$ cat src/hw/rtl/rrbi_pkg.sv
package rrbi_pkg;

	localparam int CoordW = 24;
	localparam int SizeW  = 23;
	localparam int DiffW  = 25;
	localparam int MagW   = 24;
	localparam int HalfW  = 22;
	localparam int NumW   = 46;
	localparam int QuoW   = 46;
	localparam int RemW   = 25;
	localparam int DivSteps = 46;
	localparam int InW  = 144;
	localparam int OutW = 56;
	localparam logic signed [CoordW-1:0] SatMax = 24'sh7FFFFF;
	localparam logic signed [CoordW-1:0] SatMin = -24'sh800000;

	// work item carried along the divider chain
	typedef struct packed {
		logic                     in_rect;
		logic signed [CoordW-1:0] px;
		logic signed [CoordW-1:0] py;
		logic signed [CoordW-1:0] cx;
		logic signed [CoordW-1:0] cy;
		logic                     div_x;
		logic                     neg;
		logic signed [CoordW-1:0] fixed_t;
		logic [NumW-1:0]          num;
		logic [MagW-1:0]          den;
		logic [RemW-1:0]          rem;
		logic [QuoW-1:0]          quo;
	} rrbi_item_t;

endpackage

$ cat src/hw/rtl/rrbi_cell.sv
module rrbi_cell (
	input  logic                  clk,
	input  logic                  en,
	input  rrbi_pkg::rrbi_item_t  din,
	output rrbi_pkg::rrbi_item_t  dout
);
	import rrbi_pkg::*;

	logic [RemW-1:0] sh;
	logic [RemW-1:0] diff;
	rrbi_item_t n;

	// one restoring division step, numerator bit shifted in from the top
	always_comb begin
		n = din;
		sh = {din.rem[RemW-2:0], din.num[NumW-1]};
		diff = sh - RemW'(din.den);
		n.num = {din.num[NumW-2:0], 1'b0};
		if (sh >= RemW'(din.den)) begin
			n.rem = diff;
			n.quo = {din.quo[QuoW-2:0], 1'b1};
		end else begin
			n.rem = sh;
			n.quo = {din.quo[QuoW-2:0], 1'b0};
		end
	end

	always_ff @(posedge clk) begin
		if (en) dout <= n;
	end
endmodule

$ cat config.mk
export PLATFORM = sky130hd
export DESIGN_NAME = rrbi_cell
export DESIGN_NICKNAME = d
export VERILOG_FILES = /design/src/hw/rtl/rrbi_pkg.sv /design/src/hw/rtl/rrbi_cell.sv
export SDC_FILE = /design/constraint.sdc
export NUM_CORES = 1
export LEC_CHECK = 0
export ABC_AREA = 1
export ABC_CLOCK_PERIOD_IN_PS = 4650
export BUFFER_PORTS_ARGS = -buffer_cell sky130_fd_sc_hd__buf_2
export CELL_PAD_IN_SITES_DETAIL_PLACEMENT = 0
export CELL_PAD_IN_SITES_GLOBAL_PLACEMENT = 2
export CORE_AREA = 5 5 200 202
export CTS_BUF_LIST = sky130_fd_sc_hd__clkbuf_2 sky130_fd_sc_hd__clkbuf_4 sky130_fd_sc_hd__clkbuf_8
export CTS_CLUSTER_SIZE = 12
export DETAILED_ROUTE_END_ITERATION = 8
export DIE_AREA = 0 0 205 207
export HOLD_SLACK_MARGIN = 0.15
export PLACE_DENSITY_LB_ADDON = 0.15
export SETUP_SLACK_MARGIN = 0.5
export SYNTH_ARGS = -nofsm -noshare
export SYNTH_HDL_FRONTEND = slang
export SYNTH_SLANG_ARGS = --single-unit
$ cat constraint.sdc
create_clock -name clk -period 4.65 [get_ports clk]
set_input_delay 1.395 -clock clk [delete_from_list [all_inputs] [get_ports clk]]
set_output_delay 1.395 -clock clk [all_outputs]
set_load 0.1 [all_outputs]
==> flow_summary.yaml <==
sta:
  fmax_ghz: 0.3262
  setup_ws_ns: 1.585
  post-route-period-util_pct: 65.92
  max-slew-margin-rel_pct: 52.93
  setup_viol: 0
  slew_violations: 0
  final-hold-violation-count: 0
  setup_tns_ns: 0
  rsz0062_at_grt: "false"
  worst_pin_slew_ns: 0.7061
  period_minus_slack_ns: 3.065
floorplanning:
  core_area_sq_um: 38110
  dieArea_sq_um: 42440
  die_h_um: 207
  rows: 72
  die_width_um: 205
  start_util_pct: 27.12
  io_pins: 530
critical_path:
  crit_top_cell: "nand2_1"
  cp-start-kind: "input pin"
  cp_slowest_cell: "nand3b_4"
  crit_path_end_kind: "register"
  arrival_ns: 3.39
  path_class: "input pin to register"
  path_cells: "buf_2, inv_1, ha_1, nand2_1, nor3_1, nand2_1, nand3b_4, nand2_8, o21ai_0"
  crit_family: "simple AND/OR/NAND/NOR gates"
  crit_path_start: "din[92]"
  path_buf_inv: 2
  cp_slowest_stage_delay_ns: 0.43
  cp_max_fo: 28
  critical_path_required_ns: 4.98
synthesis:
  seq_area_frac_synth_pct: 76.43
  netlist_area_sq_um: 10330
  syn-num-nets: 1048
  synth_flop_cell: "edfxtp_1"
  async_flop_share_pct: 0
  ys.warnings.count: 0
  yosys_register_bits: 263
  synthTopCellsByArea: "edfxtp_1 (76%), nand2_1 (7.5%), inv_1 (4.3%)"
  yosysTopAreaCell: "edfxtp_1"
  syn-mean-instance-area_sq_um: 13.65
  synth_commonest_cells: "edfxtp_1 (263), nand2_1 (207), inv_1 (119), nand3_1 (49), ha_1 (24)"
  synth_most_common_cell: "edfxtp_1"
  synth_top_area_share_pct: 76.43
  synth_cell_types: 29
  synth_edf_count: 263
  synth_cells: 757
drt:
  drc_errors: 0
  vias: 7786
  postRouteAntennaNets: 0
  wirelength_um: 41270
  drtPass1Iterations: 5
  viasPerCell: 4.113
  drt_iter0_markers: 421
  wl_per_cell_um: 21.80
grt:
  grt_pass1_vias: 7868
  grt_max_degree: 86
  grt_usage_pct: 18.69
  antenna_found_initial: 22
  overflow: 0
  grt_pass1_wl_um: 57290
status:
  status: "complete, no violations"
cts:
  clockBufferDepth: 3
  cts.sinks: 263
  cts_setup_buffers: 0
  clockRootBuffer: "clkbuf_8"
  h-tree-depth: 2
  cts.hold.buffers_added: 0
  cts_buffers: 47
  cts_resized: 0
  clk_pin_slew_worst_paths_ns: 0.06
  cts_tree: "done"
placement:
  place_ws_ns: 0.8518
  port_buffers: 526
  gp_congestion: 0.8346
  dpl.hpwl_um: 33380
cells_and_area:
  drive_above_1_share_pct: 46.35
  fillCellCount: 3910
  largest-register: "dout"
  top_regs: "dout (263)"
  area_growth_pct: 41.45
  fin_nets: 1622
  largest_reg_flops: 263
pwr:
  powerDensity_nw_per_um2: 502.5
  p_leak_nw: 6.875
  ir_worst_vdd_mv: 0.1924
min_path:
  min-delay-start: "din[114]"
  min_path_type: "input pin to register"
run:
  maxCapViolations: 0
## metal layers
layer,share of wire (%),GRT usage [%],up-vias,wire length (um)
li1,-,-,3741,-
met2,52,33.78,291,21580
met3,8.8,6.960,75,3652
met1,37,20.90,3653,15110
met5,0.47,0,-,196
met4,1.8,4.204,26,736
## kinds of logic (layout without fill, tap and decap cells)
| kind of cell | count (synthesis) | count (layout) | synth area share, % |
|---|---|---|---|
| buf+inv | 128 | 739 | 4.988 |
| other cells | 1 | 8 | 0.03629 |
| xor+xnor | 9 | 9 | 0.7628 |
| compound gates | 14 | 14 | 0.7144 |
| fa+ha+maj | 25 | 25 | 3.100 |
| flops | 263 | 263 | 76.43 |
| simple gates | 317 | 317 | 13.97 |
## placed cells by master (no fill, tap or decap), types with 2 or more instances in the layout
| cell | synthesis | layout |
|---|---|---|
| clkinv_1 | 0 | 10 |
| clkbuf_4 | 0 | 19 |
| clkinv_2 | 0 | 3 |
| buf_4 | 2 | 5 |
| nand4_1 | 7 | 7 |
| inv_2 | 2 | 2 |
| clkbuf_8 | 0 | 49 |
| nor2_1 | 21 | 21 |
| o21ai_0 | 2 | 2 |
| nand2_2 | 3 | 3 |
| nor2_4 | 3 | 3 |
| a21oi_1 | 11 | 11 |
| nand2_1 | 207 | 207 |
| edfxtp_1 | 263 | 263 |
| xor2_1 | 8 | 8 |
| nand3_2 | 10 | 10 |
| inv_1 | 119 | 119 |
| nor2_2 | 4 | 4 |
| buf_2 | 3 | 525 |
| nand3b_1 | 5 | 5 |
| diode_2 | 0 | 7 |
| bufinv_16 | 0 | 3 |
| ha_1 | 24 | 24 |
| nand3_1 | 49 | 49 |
| nor3_1 | 3 | 3 |
| and2_1 | 2 | 2 |
## per-stage QoR
step                instances  hold slack, ns  util [%]  area [sq um]  power (mW)
floorplan                 757           1.494         -         10330       4.652
global placement         1800           1.571     35.74         13620       5.146
detailed placement       1800           1.573     35.74         13620       5.152
CTS                      1886          0.9096     38.31         14600       7.474
global route             1887          0.9194     38.32         14600       7.651
finish                   1893          0.9751     38.36         14620       7.344
## power by group
part	internal [mW]	leakage, nW	switching, mW	total, mW
clock network	1.30	0.516	0.971	2.27
logic	0.310	3.79	1.87	2.18
registers	2.85	2.57	0.0496	2.89
total	4.45	6.87	2.89	7.34
## cell type report
class | count | area (sq um) | share of cell area [%]
multi-input combinational | 366 | 1921 | 13.14
antenna | 7 | 17.52 | 0.1198
timing repair buffer | 532 | 2700 | 18.47
tap | 518 | 648.1 | 4.434
sequential | 263 | 7898 | 54.03
inverter | 121 | 454.2 | 3.107
clock inverter | 18 | 161.4 | 1.104
clock buffer | 68 | 817.0 | 5.590
## final timing paths
path                                   to  cells after the start
worst min-delay path  dout[115]$_DFFE_PP_                      1
worst max-delay path   dout[46]$_DFFE_PP_                      9
(Power assumes the default switching activity.)
