$ cat config.mk
export PLATFORM = sky130hd
export DESIGN_NAME = rrbi_post
export DESIGN_NICKNAME = d
export VERILOG_FILES = /design/src/hw/rtl/rrbi_pkg.sv /design/src/hw/rtl/rrbi_post.sv
export SDC_FILE = /design/constraint.sdc
export NUM_CORES = 1
export LEC_CHECK = 0
export BUFFER_PORTS_ARGS = -buffer_cell sky130_fd_sc_hd__buf_2
export CAP_MARGIN = 10
export CORE_AREA = 4 4 121 123
export DETAILED_ROUTE_END_ITERATION = 8
export DIE_AREA = 0 0 125 127
export PLACE_DENSITY = 0.67
export SYNTH_ARGS = -nofsm -noshare
export SYNTH_HDL_FRONTEND = slang
export SYNTH_SLANG_ARGS = --single-unit
$ cat constraint.sdc
create_clock -name vclk -period 6.45
set_input_delay 0.9675 -clock vclk [all_inputs]
set_output_delay 0.9675 -clock vclk [all_outputs]
set_load 0.005 [all_outputs]
$ cat src/hw/rtl/rrbi_pkg.sv
package rrbi_pkg;

	localparam int CoordW = 24;
	localparam int SizeW  = 23;
	localparam int DiffW  = 25;
	localparam int MagW   = 24;
	localparam int HalfW  = 22;
	localparam int NumW   = 46;
	localparam int QuoW   = 46;
	localparam int RemW   = 25;
	localparam int DivSteps = 46;
	localparam int InW  = 144;
	localparam int OutW = 56;
	localparam logic signed [CoordW-1:0] SatMax = 24'sh7FFFFF;
	localparam logic signed [CoordW-1:0] SatMin = -24'sh800000;

	// work item carried along the divider chain
	typedef struct packed {
		logic                     in_rect;
		logic signed [CoordW-1:0] px;
		logic signed [CoordW-1:0] py;
		logic signed [CoordW-1:0] cx;
		logic signed [CoordW-1:0] cy;
		logic                     div_x;
		logic                     neg;
		logic signed [CoordW-1:0] fixed_t;
		logic [NumW-1:0]          num;
		logic [MagW-1:0]          den;
		logic [RemW-1:0]          rem;
		logic [QuoW-1:0]          quo;
	} rrbi_item_t;

endpackage

$ cat src/hw/rtl/rrbi_post.sv
module rrbi_post (
	input  rrbi_pkg::rrbi_item_t   item,
	output logic [rrbi_pkg::OutW-1:0] dout
);
	import rrbi_pkg::*;

	logic signed [DiffW-1:0] q;
	logic signed [DiffW-1:0] tx, ty, sx, sy;
	logic signed [CoordW-1:0] ox, oy;

	// quotient fits 25 bits since |other offset| <= half extent
	always_comb begin
		q = item.neg ? -DiffW'(item.quo) : DiffW'(item.quo);
		if (item.div_x) begin
			tx = q;
			ty = DiffW'(item.fixed_t);
		end else begin
			tx = DiffW'(item.fixed_t);
			ty = q;
		end
		sx = DiffW'(item.cx) + tx;
		sy = DiffW'(item.cy) + ty;
		ox = (sx > DiffW'(SatMax)) ? SatMax : (sx < DiffW'(SatMin)) ? SatMin : CoordW'(sx);
		oy = (sy > DiffW'(SatMax)) ? SatMax : (sy < DiffW'(SatMin)) ? SatMin : CoordW'(sy);
		if (item.in_rect) begin
			ox = item.px;
			oy = item.py;
		end
		dout = {7'b0, item.in_rect, oy, ox};
	end
endmodule

==> run metrics, run 1 <==
Placer Congestion between 0.9 and 1; overflow left after global routing 0; ratio of cells with drive above 1 in the final layout between 30% and 40%; worst path cell trace buf_2 > or4_4 > or4_4 > or2_4 > buf_4 > o21ai_1 > xor2_1 > a21oi_1 > ha_1 > and3_1 > and3_1 > and3_1 > o211ai_1 > a21boi_2 > buf_4 > or2_1 > maj3_1 > o21ai_1 > buf_2; DR vias between 5000 and 6000; total number of nets in the final design between 1000 and 1500; via-per-instance ratio ~5.2; Die Height 127 um; Slew @ Worst Pin 799 ps; register cell area after layout 0 um2; simple-gate portion of the synthesized area 21.4%; final wirelength between 15000 and 20000 um; Critical Path RT 5480 ps; Top Family by Delay on Critical Path simple AND/OR/NAND/NOR gates; Worst Setup Path Type in -> out; worst slew margin relative to its limit ~47%; ports placed on the boundary between 300 and 400; crit path buf inv count 4; Distinct cells, synth 69; number of antenna violations at the first check in global routing 6; combinational family with the most area after synthesis compound AO/OA/AOI/OAI gates; adder and majority gate portion of the synthesized area between 10% and 20%; logic depth of the worst setup path including buffers 19; I/O Buffers approximately 200; non-filler instance count after layout 1099; total negative slack for setup checks 0 ps; final routed wire length divided by cell count about 15 um; share of the yosys chip area belonging to registers 0%; post-synthesis area per instance between 6 and 7 um2; all-layer global routing usage 18.3%; most common cell after layout, fill and taps aside buf_2; hold path cells 4; path category of the worst min-delay check in -> out; cell types occupying the most area after synthesis ha_1 14%, a21oi_1 9.2%, o21ai_0 7.6%, xnor2_1 6.6%, nand2_1 5.5%; vias in the first global route 5174; largest net degree at the start of global routing ~50; Power Density approximately 150 nW/um2; CP max stage cell or4_4; number of remaining DRC errors 0; violation count after the first detailed-routing iteration about 250; antenna-violating nets left 0; placed cell count 1088; time the worst path needs with I/O delays and setup approximately 6200 ps; Core Rows 43; HPWL after detailed placement around 14000 um; dominant cell type by area after synthesis ha_1; Area growth, synth to finish 30.7%; cell area after placement 5950 um2; placeable core region ~14000 um2; Top cell by count, worst path and3_1; initial standard-cell utilization of the core 34.2%; crit path capture type output port; total power draw slightly above 0.9 mW; RSZ-0062 raised after global routing no; XOR/XNOR share of the synthesized area between 10 and 15%; launching element type of the critical path primary input; leakage dissipation between 3 and 4 nW; Syn Std Cell Area roughly 4700 um2; share of Yosys cell area claimed by the top area cell type 13.7%; worst ir drop on vdd between 0.00007 and 0.00008 V; die outline area about 16000 um2; result of the run complete, no violations; highest net fanout along the worst path 5; global-route wire length before repair ~25000 um; final setup violation count 0; TritonRoute pass-1 iters 5; Critical Path AT around 5200 ps; multiplexer area fraction after synthesis 8.17%; final cycle utilization of the critical path 95.9%; final instance area between 6000 and 7000 um2; timing-limited maximum frequency ~0.16 GHz; Synthesis Warnings 0; compound-cell area share of the yosys netlist 35.6%; count of pins over their slew limit 0; Syn Inst Count between 700 and 800; Hold-fix buffers, CTS 0; commonest cells after routing, fill and taps aside 197 x buf_2, 84 x a21oi_1, 69 x o21ai_0, 69 x nand2_1, 61 x nor2_1; final hold violation count 0; Maximum Capacitance Violations 0; total number of sequential cells 0; # clk buffers 0; maximum cell stage delay along the critical path approximately 530 ps; floorplan die width 125 um
==> power by group <==
group,internal (mW),switching [mW]
logic,0.415,0.497
clock network,0.0000000623,0
registers,0,0
total,0.415,0.497
==> logic make-up after synthesis <==
kind of cell / after synthesis
compound gates: 273
simple gates: 208
buf+inv: 78
xor+xnor: 61
fa+ha+maj: 54
mux: 36
other cells: 1
==> timing repair <==
item	in CTS	in global routing
hold endpoints to repair	0	0
setup endpoints to repair	21	29
cloned	1	0
pin swaps	1	9
resized for setup	4	12
buffers inserted	0	7
==> final timing paths <==
path | startpoint | to | slack, ps
setup / recovery | item[12] | dout[0] | 260
hold / removal | item[230] | dout[39] | 2210
==> final cells by class <==
| cell class | count | area, um2 |
|---|---|---|
| inverter | 36 | 135 |
| antenna | 3 | 7.51 |
| timing repair buffer | 240 | 1350 |
| tap | 180 | 225 |
| fill | 1489 | 7560 |
| multi-input combinational | 640 | 4390 |
==> cells in the mapped netlist, types with 3 or more instances <==
master    count
nor2b_1      11
nand3_1       9
a211oi_1      5
inv_1        36
and3_1        7
nand2_1      69
mux2_2       17
o31ai_1      12
nor3_1        9
o21bai_1      5
nor2_1       61
a211o_1       4
buf_6         4
a21oi_1      86
o21ai_1       9
clkbuf_8      3
o21a_1        8
mux2i_1      19
ha_1         51
nand3b_1      6
buf_4         8
nand4_1       5
or3_1         3
a31oi_1       9
xor2_1       26
nor4_1        4
a21o_1       22
o211ai_1     15
o41ai_1       5
clkbuf_1     21
xnor2_1      35
nand2b_1     11
o21ai_0      71
==> through the flow <==
step	hold slack (ps)	utilization, %	worst slack (ps)
3_3_place_gp	2210	43.5	-301
4_1_cts	2210	43.7	7.41
3_5_place_dp	2210	43.5	-300
5_1_grt	2220	44.7	27.2
2_1_floorplan	2020	-	725
6_report	2210	44.7	262
==> metal layers <==
metal  vias up  routed length (um)  GRT usage (%)
met5         -                  22              0
met4         6                 155           2.36
met3        12                1020           2.59
met2       168                7700           32.5
met1      2573                7230           24.2
li1       2995                   -              -
(Power assumes the default switching activity.)
==> run 2, diff against run 1 <==
--- a/config.mk
+++ b/config.mk
@@ -11,6 +11,7 @@
 export DETAILED_ROUTE_END_ITERATION = 8
 export DIE_AREA = 0 0 125 127
 export PLACE_DENSITY = 0.67
+export REMOVE_ABC_BUFFERS = 1
 export SYNTH_ARGS = -nofsm -noshare
 export SYNTH_HDL_FRONTEND = slang
 export SYNTH_SLANG_ARGS = --single-unit
==> run metrics, run 2 (synthesis gave the netlist of run 1 again) <==
worst ir drop on vdd 0.0000673 V (was 0.0000794 V); result of the run complete, no violations (unchanged); timing-limited maximum frequency 0.159 GHz (was 0.162 GHz); Placer Congestion 0.936 (was 0.939); Slew @ Worst Pin 544 ps (was 799 ps); final instance area 6060 um2 (was 6100 um2); # clk buffers 0 (unchanged); final wirelength 15800 um (was 16100 um); Critical Path AT 5320 ps (was 5220 ps); final routed wire length divided by cell count 14.5 um (was 14.7 um); launching element type of the critical path primary input (unchanged); vias in the first global route 5070 (was 5174); all-layer global routing usage 17.6% (was 18.3%); ports placed on the boundary 320 (unchanged); Area growth, synth to finish 29.8% (was 30.7%); placeable core region 13700 um2 (unchanged); most common cell after layout, fill and taps aside buf_2 (unchanged); Critical Path RT 5480 ps (about the same); Hold-fix buffers, CTS 0 (unchanged); global-route wire length before repair 24000 um (was 25000 um); commonest cells after routing, fill and taps aside 197 x buf_2, 84 x a21oi_1, 69 x nand2_1 (was 197 x buf_2, 84 x a21oi_1, 69 x o21ai_0, 69 x nand2_1, 61 x nor2_1); layer with the highest usage met2 (unchanged); via-per-instance ratio 5.10 (was 5.24); met2 global-route usage 30.9% (was 32.5%); floorplan die width 125 um (unchanged); initial standard-cell utilization of the core 34.2% (unchanged); violation count after the first detailed-routing iteration 225 (was 246); met1 capacity usage during global routing 23.2% (was 24.2%); hold path startpoint item[218] (was item[230]); count of pins over their slew limit 0 (unchanged); cell area after placement 5970 um2 (was 5950 um2); worst slew margin relative to its limit 63.7% (was 46.7%); final cycle utilization of the critical path 97.5% (was 95.9%); TritonRoute pass-1 iters 4 (was 5); DR vias 5585 (was 5754); register cell area after layout 0 um2 (unchanged); I/O Buffers 197 (unchanged); final setup violation count 0 (unchanged); total number of nets in the final design 1231 (was 1235); Die Height 127 um (unchanged); antenna-violating nets left 0 (unchanged); Core Rows 43 (unchanged); critical path launch point item[12] (unchanged); Worst Setup Path Type in -> out (unchanged); final core occ 44.3% (was 44.7%); HPWL after detailed placement 13300 um (was 13600 um); number of antenna violations at the first check in global routing 10 (was 6); crit path capture type output port (unchanged); time the worst path needs with I/O delays and setup 6290 ps (was 6190 ps); die outline area 15900 um2 (unchanged); PnR worst setup slack 160 ps (was 262 ps); Power Density 145 nW/um2 (was 149 nW/um2); worst hold slack 2200 ps (was 2210 ps); highest net fanout along the worst path 12 (was 5); largest net degree at the start of global routing 53 (was 49); leakage dissipation 3.03 nW (was 3.05 nW); ratio of cells with drive above 1 in the final layout 30.2% (was 30.6%); Global Route met3 Usage 2.63% (was 2.59%); final hold violation count 0 (unchanged); Maximum Capacitance Violations 0 (unchanged); path category of the worst min-delay check in -> out (unchanged); overflow left after global routing 0 (unchanged); total number of sequential cells 0 (unchanged); number of remaining DRC errors 0 (unchanged); setup slack after placement -269 ps (was -300 ps)
## run 2: layout make-up
type,instances,area (um2)
repair buffers,236,1320
fillers,1473,7610
well taps,180,225
inverters,36,135
multi-input cells,640,4370
diodes,4,10.0
## run 2: routing by layer
| layer | up-vias | part of all wire (%) |
|---|---|---|
| met1 | 2415 | 45 |
| li1 | 2992 | - |
| met3 | 28 | 5.5 |
| met2 | 138 | 47 |
| met4 | 12 | 1.7 |
| met5 | - | 0.47 |
## run 2: timing repair
action / in CTS / in global routing
setup endpoints to repair: 21 / 32
gates resized for setup: 2 / 14
gates cloned: 0 / 1
pin swaps: 0 / 5
setup buffers: 0 / 2
## run 2: path summary, 6_finish.rpt
path	to	slack, ps	cells past startpoint
max	dout[10]	160	20
min	dout[27]	2200	4
## run 2: through the flow
stage               power [mW]  setup TNS (ps)  instances
global route             0.988            -844       1096
detailed placement       0.860           -3730       1089
floorplan                0.542               0        675
CTS                      0.869               0       1089
global placement         0.856           -3330       1089
finish                   0.880               0       1096
## run 2: where the power goes
part | internal (mW) | leakage, nW | switching [mW]
sequential | 0 | 0 | 0
clock | 0.0000000831 | 0.0000254 | 0
combinational | 0.403 | 3.03 | 0.477
total | 0.403 | 3.03 | 0.477
## run 2: worst max-delay path, stage by stage
cell and delay [ps]:
buf_2 110, or4_4 540, or4_4 440, or2_4 270
buf_4 140, o31ai_1 260, xor2_1 240, a21oi_2 100
ha_1 290, buf_4 160, a21o_1 170, a31oi_1 210
mux2i_1 210, nand3b_1 230, buf_4 230, o21ai_1 120
buf_4 210, o21ai_0 110, o21ai_0 170, buf_2 140
